--- config.mk ---
export PLATFORM = sky130hd
export DESIGN_NAME = rc_pulse_capture_calibrate
export DESIGN_NICKNAME = d
export VERILOG_FILES = /design/src/hw/rtl/rcpc_pkg.sv /design/src/hw/rtl/rc_pulse_capture_calibrate.sv
export VERILOG_INCLUDE_DIRS = /design/src /design/src/hw/rtl
export SDC_FILE = /design/constraint.sdc
export NUM_CORES = 2
export LEC_CHECK = 0
export BUFFER_PORTS_ARGS = -buffer_cell sky130_fd_sc_hd__buf_4
export CORE_MARGIN = 2
export CORE_UTILIZATION = 25
export DETAILED_ROUTE_END_ITERATION = 8
export PLACE_DENSITY = 0.43
export SYNTH_ARGS = -nofsm -noshare
export SYNTH_HDL_FRONTEND = slang
export SYNTH_SLANG_ARGS = --single-unit
--- constraint.sdc ---
create_clock -name clk -period 8.07 [get_ports clk]
set_clock_uncertainty 0.2 [all_clocks]
set_input_delay 0 -clock clk [delete_from_list [all_inputs] [get_ports clk]]
set_output_delay 0 -clock clk [all_outputs]
set_load 0.005 [all_outputs]
--- src/hw/rtl/assert_macros.svh ---
// assertion macros used by the top level rtl file
// no dependencies; define ASSERT_OFF to compile them out
`ifndef ASSERT_MACROS_SVH
`define ASSERT_MACROS_SVH
`ifndef ASSERT_OFF
`define ASSERT_ALWAYS(label, clk, rst_n, cond) \
  label: assert property (@(posedge clk) disable iff (!rst_n) (cond)) \
    else $error("assertion failed");
`define ASSERT_NEXT(label, clk, rst_n, ante, cons) \
  label: assert property (@(posedge clk) disable iff (!rst_n) (ante) |=> (cons)) \
    else $error("assertion failed");
`else
`define ASSERT_ALWAYS(label, clk, rst_n, cond)
`define ASSERT_NEXT(label, clk, rst_n, ante, cons)
`endif
`endif

--- src/hw/rtl/rcpc_pkg.sv ---
// package for the rc pulse capture and calibrate block
// types, command codes and constants; no dependencies
package rcpc_pkg;
  localparam int NCH_MAX = 8;
  localparam int CHANNELS_DEF = 8;
  localparam int SLOPE_FRAC_DEF = 16;
  localparam int SLOPE_W = 24;
  localparam int OFF_W = 32;
  localparam logic [15:0] TIMER_TOP_RST = 16'd4001;
  localparam logic [7:0] ENABLE_RST = 8'hFF;
  localparam int SPAN_TARGET = 2000;

  typedef enum logic [2:0] {
    KIND_EDGE   = 3'd0,
    KIND_SCALE  = 3'd1,
    KIND_CSTART = 3'd2,
    KIND_CSAMP  = 3'd3,
    KIND_CFIN   = 3'd4,
    KIND_LOAD   = 3'd5
  } kind_t;

  typedef enum logic [0:0] {
    REG_TIMER_TOP = 1'b0,
    REG_ENABLE    = 1'b1
  } reg_idx_t;

  typedef enum logic [2:0] {
    ST_IDLE,
    ST_DIV,
    ST_OFFM,
    ST_OFFS,
    ST_SMUL,
    ST_SOUT
  } state_t;
endpackage

--- src/hw/rtl/rc_pulse_capture_calibrate.sv ---
// top level of the rc pulse capture and calibrate block
// depends on rcpc_pkg and assert_macros.svh
//
// Edge, calibration start, calibration sample and coefficient load commands
// complete in the cycle they are accepted, so the block is ready again on the
// next cycle. A scale command steps each channel through a multiply state
// and an output state. A calibration finish runs the shared restoring divider
// one quotient bit a cycle for each channel, after latching the span and
// before taking the quotient (a zero span skips the division), then goes
// through the offset multiply, offset store, scale multiply and output states.
// One 24x16 multiplier is shared by offset and scaling. Results leave through
// a single output register; a stalled output holds the sequencer.
`include "assert_macros.svh"
module rc_pulse_capture_calibrate import rcpc_pkg::*; #(
  parameter int CHANNELS = CHANNELS_DEF,
  parameter int SLOPE_FRAC_BITS = SLOPE_FRAC_DEF
) (
  input  logic               clk,
  input  logic               rst_n,
  input  logic               in_valid,
  output logic               in_ready,
  input  logic [2:0]         in_kind,
  input  logic [7:0]         in_edge_flags,
  input  logic [15:0]        in_capture_time,
  input  logic [2:0]         in_target_channel,
  input  logic [SLOPE_W-1:0] in_load_slope,
  input  logic signed [OFF_W-1:0] in_load_offset,
  input  logic               cfg_valid,
  output logic               cfg_ready,
  input  logic [0:0]         cfg_index,
  input  logic [15:0]        cfg_data,
  output logic               out_valid,
  input  logic               out_ready,
  output logic [2:0]         out_channel_index,
  output logic [15:0]        out_raw_width,
  output logic [15:0]        out_scaled_value,
  output logic               out_zero_span,
  output logic               out_last_of_run
);
  localparam int DW = 11 + SLOPE_FRAC_BITS;
  localparam int CNTW = $clog2(DW + 1);
  localparam logic [DW-1:0] DIVIDEND = DW'(SPAN_TARGET) << SLOPE_FRAC_BITS;
  localparam int RSH = (SLOPE_FRAC_BITS >= 16) ? SLOPE_FRAC_BITS - 16 : 0;
  localparam int LSH = (SLOPE_FRAC_BITS < 16) ? 16 - SLOPE_FRAC_BITS : 0;
  localparam int QW = 50;
  localparam logic [2:0] LAST_CH = 3'(CHANNELS - 1);
  localparam logic [SLOPE_W-1:0] SLOPE_ONE = SLOPE_W'(1) << SLOPE_FRAC_BITS;
  localparam logic [SLOPE_W-1:0] SLOPE_MAX = {SLOPE_W{1'b1}};
  localparam logic signed [QW-1:0] OFF_BASE = QW'(SPAN_TARGET) << 16;
  localparam logic signed [QW-1:0] OFF_MAXV = QW'(32'sh7FFFFFFF);
  localparam logic signed [QW-1:0] OFF_MINV = -(QW'(1) << 31);

  logic [15:0] timer_top_r;
  logic [7:0]  enable_r;
  logic [15:0] rise_r [NCH_MAX];
  logic [NCH_MAX-1:0] fall_r;
  logic [15:0] pw_r [NCH_MAX];
  logic [15:0] min_r [NCH_MAX];
  logic [15:0] max_r [NCH_MAX];
  logic [SLOPE_W-1:0] slope_r [NCH_MAX];
  logic signed [OFF_W-1:0] off_r [NCH_MAX];

  state_t state_r, state_nxt;
  logic [2:0] ch_r;
  logic       fin_r;
  logic       zs_r;
  logic [15:0] span_r;
  logic [DW-1:0] dvd_r, quo_r;
  logic [15:0] rem_r;
  logic [CNTW-1:0] cnt_r;
  logic [SLOPE_W-1:0] snew_r;
  logic [39:0] prod_r;

  logic in_xfer, slot_free, div_done;
  logic [16:0] trial;
  logic        qbit;
  logic [SLOPE_W-1:0] mul_a;
  logic [15:0] mul_b;
  logic signed [QW-1:0] qv, offv, sumv;
  logic [15:0] sat_sum;
  logic [SLOPE_W-1:0] slope_sat;
  logic [15:0] span_now;

  assign in_ready = (state_r == ST_IDLE);
  assign in_xfer = in_valid && in_ready;
  assign cfg_ready = 1'b1;
  assign slot_free = !out_valid || out_ready;
  assign div_done = (cnt_r == CNTW'(DW));

  // divider step, shared multiplier operands and fixed-point conversions
  always_comb begin
    trial = {rem_r, dvd_r[DW-1]};
    qbit = (trial >= {1'b0, span_r});
    slope_sat = (32'(quo_r) > 32'(SLOPE_MAX)) ? SLOPE_MAX : SLOPE_W'(quo_r);
    span_now = (max_r[ch_r] >= min_r[ch_r]) ? (max_r[ch_r] - min_r[ch_r]) : 16'd0;
    mul_a = (state_r == ST_OFFM) ? snew_r : slope_r[ch_r];
    mul_b = (state_r == ST_OFFM) ? min_r[ch_r] : pw_r[ch_r];
    qv = (QW'(prod_r) >> RSH) << LSH;
    offv = OFF_BASE - qv;
    sumv = qv + QW'(off_r[ch_r]);
    if (sumv < 0) begin
      sat_sum = 16'd0;
    end else if (|sumv[QW-1:32]) begin
      sat_sum = 16'hFFFF;
    end else begin
      sat_sum = sumv[31:16];
    end
  end

  // next state
  always_comb begin
    state_nxt = state_r;
    unique case (state_r)
      ST_IDLE: begin
        if (in_xfer && in_kind == KIND_CFIN) state_nxt = ST_DIV;
        else if (in_xfer && in_kind == KIND_SCALE) state_nxt = ST_SMUL;
      end
      ST_DIV: begin
        if (div_done || (cnt_r == '0 && !zs_r && span_now == 16'd0)) state_nxt = ST_OFFM;
      end
      ST_OFFM: state_nxt = ST_OFFS;
      ST_OFFS: state_nxt = ST_SMUL;
      ST_SMUL: state_nxt = ST_SOUT;
      ST_SOUT: begin
        if (slot_free) begin
          if (ch_r == LAST_CH) state_nxt = ST_IDLE;
          else if (fin_r) state_nxt = ST_DIV;
          else state_nxt = ST_SMUL;
        end
      end
      default: state_nxt = ST_IDLE;
    endcase
  end

  // state register
  always_ff @(posedge clk) begin
    if (!rst_n) state_r <= ST_IDLE;
    else state_r <= state_nxt;
  end

  // configuration registers
  always_ff @(posedge clk) begin
    if (!rst_n) begin
      timer_top_r <= TIMER_TOP_RST;
      enable_r <= ENABLE_RST;
    end else if (cfg_valid && cfg_ready) begin
      unique case (cfg_index)
        REG_TIMER_TOP: timer_top_r <= cfg_data;
        REG_ENABLE:    enable_r <= cfg_data[7:0];
        default:       timer_top_r <= timer_top_r;
      endcase
    end
  end

  // channel state, sequencer counters and divider
  always_ff @(posedge clk) begin
    if (!rst_n) begin
      for (int c = 0; c < NCH_MAX; c++) begin
        rise_r[c] <= 16'd0;
        pw_r[c] <= 16'd0;
        min_r[c] <= 16'd0;
        max_r[c] <= 16'd0;
        slope_r[c] <= SLOPE_ONE;
        off_r[c] <= '0;
      end
      fall_r <= '0;
      ch_r <= 3'd0;
      fin_r <= 1'b0;
      zs_r <= 1'b0;
      cnt_r <= '0;
    end else begin
      unique case (state_r)
        ST_IDLE: begin
          ch_r <= 3'd0;
          zs_r <= 1'b0;
          fin_r <= (in_kind == KIND_CFIN);
          if (in_xfer) begin
            priority case (in_kind)
              KIND_EDGE: begin
                for (int c = 0; c < CHANNELS; c++) begin
                  if (in_edge_flags[c] && enable_r[c]) begin
                    if (!fall_r[c]) begin
                      rise_r[c] <= in_capture_time;
                      fall_r[c] <= 1'b1;
                    end else begin
                      if (rise_r[c] > in_capture_time)
                        pw_r[c] <= timer_top_r - rise_r[c] + in_capture_time;
                      else
                        pw_r[c] <= in_capture_time - rise_r[c];
                      fall_r[c] <= 1'b0;
                    end
                  end
                end
              end
              KIND_CSTART: begin
                for (int c = 0; c < CHANNELS; c++) begin
                  slope_r[c] <= SLOPE_ONE;
                  off_r[c] <= '0;
                  min_r[c] <= pw_r[c];
                  max_r[c] <= pw_r[c];
                end
              end
              KIND_CSAMP: begin
                for (int c = 0; c < CHANNELS; c++) begin
                  if (pw_r[c] > max_r[c]) max_r[c] <= pw_r[c];
                  if (pw_r[c] < min_r[c]) min_r[c] <= pw_r[c];
                end
              end
              KIND_LOAD: begin
                if (32'(in_target_channel) < CHANNELS) begin
                  slope_r[in_target_channel] <= in_load_slope;
                  off_r[in_target_channel] <= in_load_offset;
                end
              end
              default: fall_r <= fall_r;
            endcase
          end
          span_r <= 16'd0;
          cnt_r <= '0;
          rem_r <= 16'd0;
          dvd_r <= DIVIDEND;
          quo_r <= '0;
        end
        ST_DIV: begin
          // first cycle of a channel latches the span; cnt_r counts bits
          if (cnt_r == '0 && span_r == 16'd0 && !zs_r && span_now != 16'd0) begin
            span_r <= span_now;
            cnt_r <= CNTW'(1) - CNTW'(1);
            zs_r <= 1'b1;
          end
          if (zs_r) begin
            rem_r <= qbit ? 16'(trial - {1'b0, span_r}) : trial[15:0];
            dvd_r <= dvd_r << 1;
            quo_r <= {quo_r[DW-2:0], qbit};
            cnt_r <= cnt_r + CNTW'(1);
          end
          if (div_done || (cnt_r == '0 && !zs_r && span_now == 16'd0)) begin
            snew_r <= (span_now == 16'd0) ? SLOPE_MAX : slope_sat;
            zs_r <= (span_now == 16'd0);
          end
        end
        ST_OFFM: prod_r <= 40'(mul_a) * 40'(mul_b);
        ST_OFFS: begin
          slope_r[ch_r] <= snew_r;
          if (offv > OFF_MAXV) off_r[ch_r] <= 32'sh7FFFFFFF;
          else if (offv < OFF_MINV) off_r[ch_r] <= 32'sh80000000;
          else off_r[ch_r] <= offv[31:0];
        end
        ST_SMUL: prod_r <= 40'(mul_a) * 40'(mul_b);
        ST_SOUT: begin
          if (slot_free) begin
            ch_r <= ch_r + 3'd1;
            zs_r <= 1'b0;
            span_r <= 16'd0;
            cnt_r <= '0;
            rem_r <= 16'd0;
            dvd_r <= DIVIDEND;
            quo_r <= '0;
          end
        end
        default: ch_r <= ch_r;
      endcase
    end
  end

  // output register
  always_ff @(posedge clk) begin
    if (!rst_n) begin
      out_valid <= 1'b0;
    end else if (state_r == ST_SOUT && slot_free) begin
      out_valid <= 1'b1;
      out_channel_index <= ch_r;
      out_raw_width <= pw_r[ch_r];
      out_scaled_value <= sat_sum;
      out_zero_span <= fin_r && zs_r;
      out_last_of_run <= (ch_r == LAST_CH);
    end else if (out_ready) begin
      out_valid <= 1'b0;
    end
  end

  `ASSERT_ALWAYS(a_busy_not_ready, clk, rst_n, (state_r == ST_IDLE) || !in_ready)
  `ASSERT_ALWAYS(a_last_ch, clk, rst_n, !(out_valid && out_last_of_run) || out_channel_index == LAST_CH)
  `ASSERT_NEXT(a_stall_holds, clk, rst_n, state_r == ST_SOUT && !slot_free, state_r == ST_SOUT)
  `ASSERT_NEXT(a_out_hold, clk, rst_n, out_valid && !out_ready, out_valid && $stable(out_scaled_value))
endmodule
==> results.txt <==
Arr. time, crit path = 8220 ps
Sw Ratio = 0.423
Initial Util = 0.251
Post-Synth Adder-Cell Area = 0.199
Setup slack, reg-to-reg = 180 ps
RSZ-0062 raised after global routing = yes
Hold crit path type = in2reg
Max_cap viols = 0
Min cycle time layout = 7890 ps
CTS tree = done
Area contributors post-synth = edfxtp_1 (39%), fa_1 (10%), ha_1 (9.9%)
Status = complete, no violations
WS Path Type = reg2reg
ANT nets after route = 0
Crit path top cell by count = fa_1
Sequential Area = 0.0348 mm²
Peak Freq = 127 MHz
Post-Synth Simple-Gate Area = 0.142
Final setup viols = 0
Critical Path RT = 8400 ps
Clock latency on the worst-skew pair = 850 ps
Most common flop cell mapped by yosys = edfxtp_1
Pwr Density = 423 mW/mm²
Clk sink count = 1,176
Worst-path fanout max = 8
DRC = 0
Post-DP HPWL = 252 mm
Period utilization = 0.977
TritonCTS Buffers = 157
Vias in the first global route = 66,300
Die area = 0.354 mm²
Antenna violations before repair = 13
Post-synth EDFFs = 1,127
Post-Synth XOR/XNOR Area = 0.0314
Final wirelength = 328 mm
First-pass DRT Iterations = 6
Slew headroom = 0.181
# H-tree levels = 4
Share of post-route cells with drive strength above 1 = 0.173
Cell Int Power = 25.8 mW
Clk root buf = clkbuf_16
Clk pwr share = 0.159
Hold Path Origin = in_load_offset[27]
Startpoint types = flop
Synth top area share = 0.387
Boundary Pins = 148
Total track usage = 0.182
Final #Nets = 10,200
Die X-Extent = 595 µm
Sequential power share = 0.198
Proportion of synthesized area in mux cells = 0.0748
Area leader, netlist = edfxtp_1
# rows = 217
Total power = 44.7 mW
Final estimated routing congestion in global placement = 0.920
Largest net degree at the start of global routing = 52
Area grow syn2layout = 20.8%
Area taken by multi-input logic gates = 0.0481 mm²
# fillers = 35,900
End of the worst register-to-register path = prod_r[39]$_DFFE_PP_
Final Non-Filler Cells = 13,600
Asr flop ratio synth = 0
Core Area = 0.349 mm²
Largest family of logic cells by synthesized area = adder cells
Port Buffer Count = 146
Static leakage = 43.3 nW
Most common cell after layout, fill and taps aside = edfxtp_1
Final Hold Fails = 0
Syn avg cell area = 10.7 µm²
Max Slew Vio Count = 0
Clk buf depth = 4
Most frequent cells in the layout = edfxtp_1 (1,127), inv_1 (1,107), nor2_1 (806), ha_1 (684), buf_4 (627)
Maximum VDD drop = 1.08 mV
Die Y = 595 µm
Crit. End Element = flop
Depth of the worst register-to-register path = 31
Seq/Total Area, Yosys = 0.398
First-pass GRT wire length = 473 mm
Critical path's slowest cell = mux4_2
Syn nets = 9,403
Count of cell types in the netlist = 94
Synth Instances = 8,165
Hold EP = off_r[6][27]$_SDFFCE_PN0P_
Routed len/inst = 24.1 µm
Via count = 64,700
CP peak stage delay = 580 ps
Logic gate share of total power = 0.644
Mapped Area = 0.0874 mm²
Total gr overflow = 0
Switching power = 18.9 mW
Worst hold path depth = 4
Total number of yosys warnings = 0
Synth Register Bits = 1,176
Post-synthesis compound-gate area fraction = 0.0930
Worst-Margin Slew = 1230 ps
Post-Place Cells = 13,100
CTS clock-pin slew for the worst setup and hold paths = 50 ps
Iteration-0 DRC Markers = 4,666
Avg Vias per Cell = 4.75
-- final cells by class --
type,count,area share
multi-input cells,5582,0.456
clock buffers,190,0.0397
inverters,1113,0.0396
repair buffers,884,0.0724
well taps,4599,0.0545
flip-flops and latches,1176,0.330
clock inverters,76,0.00791
diodes,5,0.000119
-- logic make-up (layout without fill, tap and decap cells) --
kind of cell,Yosys count,in the layout
flops,1176,1176
other cells,1,6
simple gates,2541,2541
fa+ha+maj,1130,1130
buf+inv,1408,2263
xor+xnor,313,313
mux,388,388
compound gates,1208,1209
-- sequential cells by signal, summed over array words and instances (netlist names), 24 cells and up, named ones only --
register / cells
prod_r: 40
snew_r: 24
min_r: 128
pw_r: 128
max_r: 128
quo_r: 27
off_r: 256
slope_r: 192
rise_r: 128
-- power by group through the flow --
stage / combinational, mW / clock, mW / sequential [mW]
3_3_place_gp: 26.1 / 0 / 8.95
4_1_cts: 27.1 / 7.26 / 8.83
2_1_floorplan: 16.2 / 0 / 8.61
6_report: 28.7 / 7.09 / 8.84
3_5_place_dp: 26.0 / 0 / 8.96
5_1_grt: 32.4 / 7.46 / 8.89
-- metrics by stage --
| stage | hold slack, ps | cell area, µm² | util | setup TNS, ps | worst slack (ps) |
|---|---|---|---|---|---|
| 6_report | 34.6 | 106000 | 0.303 | 0 | 183 |
| 3_5_place_dp | 30.4 | 97200 | 0.279 | -1620 | -342 |
| 2_1_floorplan | -76.0 | 87400 | - | 0 | 7.26 |
| 5_1_grt | 29.8 | 106000 | 0.303 | -174 | -101 |
| 3_3_place_gp | 29.2 | 97200 | 0.279 | -895 | -263 |
| 4_1_cts | 0.0333 | 105000 | 0.301 | 0 | 4.87 |
-- how the worst max path moves through the flow --
| stage | endpoint | slack, ps | cells past startpoint |
|---|---|---|---|
| 6_report | prod_r[39]$_DFFE_PP_ | 180 | 31 |
| 5_1_grt | prod_r[30]$_DFFE_PP_ | -100 | 29 |
| 4_1_cts | prod_r[30]$_DFFE_PP_ | 5 | 29 |
| 3_5_place_dp | prod_r[30]$_DFFE_PP_ | -340 | 28 |
| 3_3_place_gp | prod_r[30]$_DFFE_PP_ | -260 | 28 |
| 2_1_floorplan | prod_r[30]$_DFFE_PP_ | 7 | 30 |
-- worst max-delay path, delay by kind of cell, from the launching register on --
family	cells	cell delay, ps
and+or+nand+nor	4	440
xor gates and xnor gates	1	130
buffers and inverters	8	920
adders and majority gates	7	3090
AOI/OAI and AO/OA	9	1470
muxes	2	890
DFF	1	390
-- metal layers --
metal  GRT usage  part of all wire  vias up  wire length [µm]
li1            -                 -    29800                 -
met1       0.235              0.43    32600            142000
met2       0.310              0.48     1828            156000
met3      0.0190             0.043      507             13900
met4      0.0759             0.050        0             16400
met5           0                 0        -                 0
-- cells in the mapped netlist, types with 18 or more instances --
cell and number:
inv_1 1111, nor2_2 169, o21bai_1 29, and3_1 45, xnor2_1 208, nor4_1 35, a21boi_0 19, fa_1 436
mux2_2 59, o22ai_4 20, a31oi_1 54, a21oi_1 349, dfxtp_1 49, or2_1 21, o21a_1 84, nand2b_1 131
mux2i_1 122, or3_1 35, clkbuf_1 223, edfxtp_1 1127, mux4_2 206, a211oi_1 56, nand3_1 93, nor2b_1 264
ha_1 694, a21o_1 192, xor2_1 105, nand4_1 66, o211ai_1 20, nor2_1 822, o21ai_0 196, nor3_1 99
nand2_1 542, buf_1 48, and2_1 148, or2_2 18
-- repair_timing --
action,CTS,global route
gates cloned,2,1
buffers inserted,32,25
hold buffers,197,0
pin swaps,24,57
endpoints found under the hold margin,840,0
resized for setup,49,118
setup endpoints to repair,12,15
(Power assumes the default switching activity.)
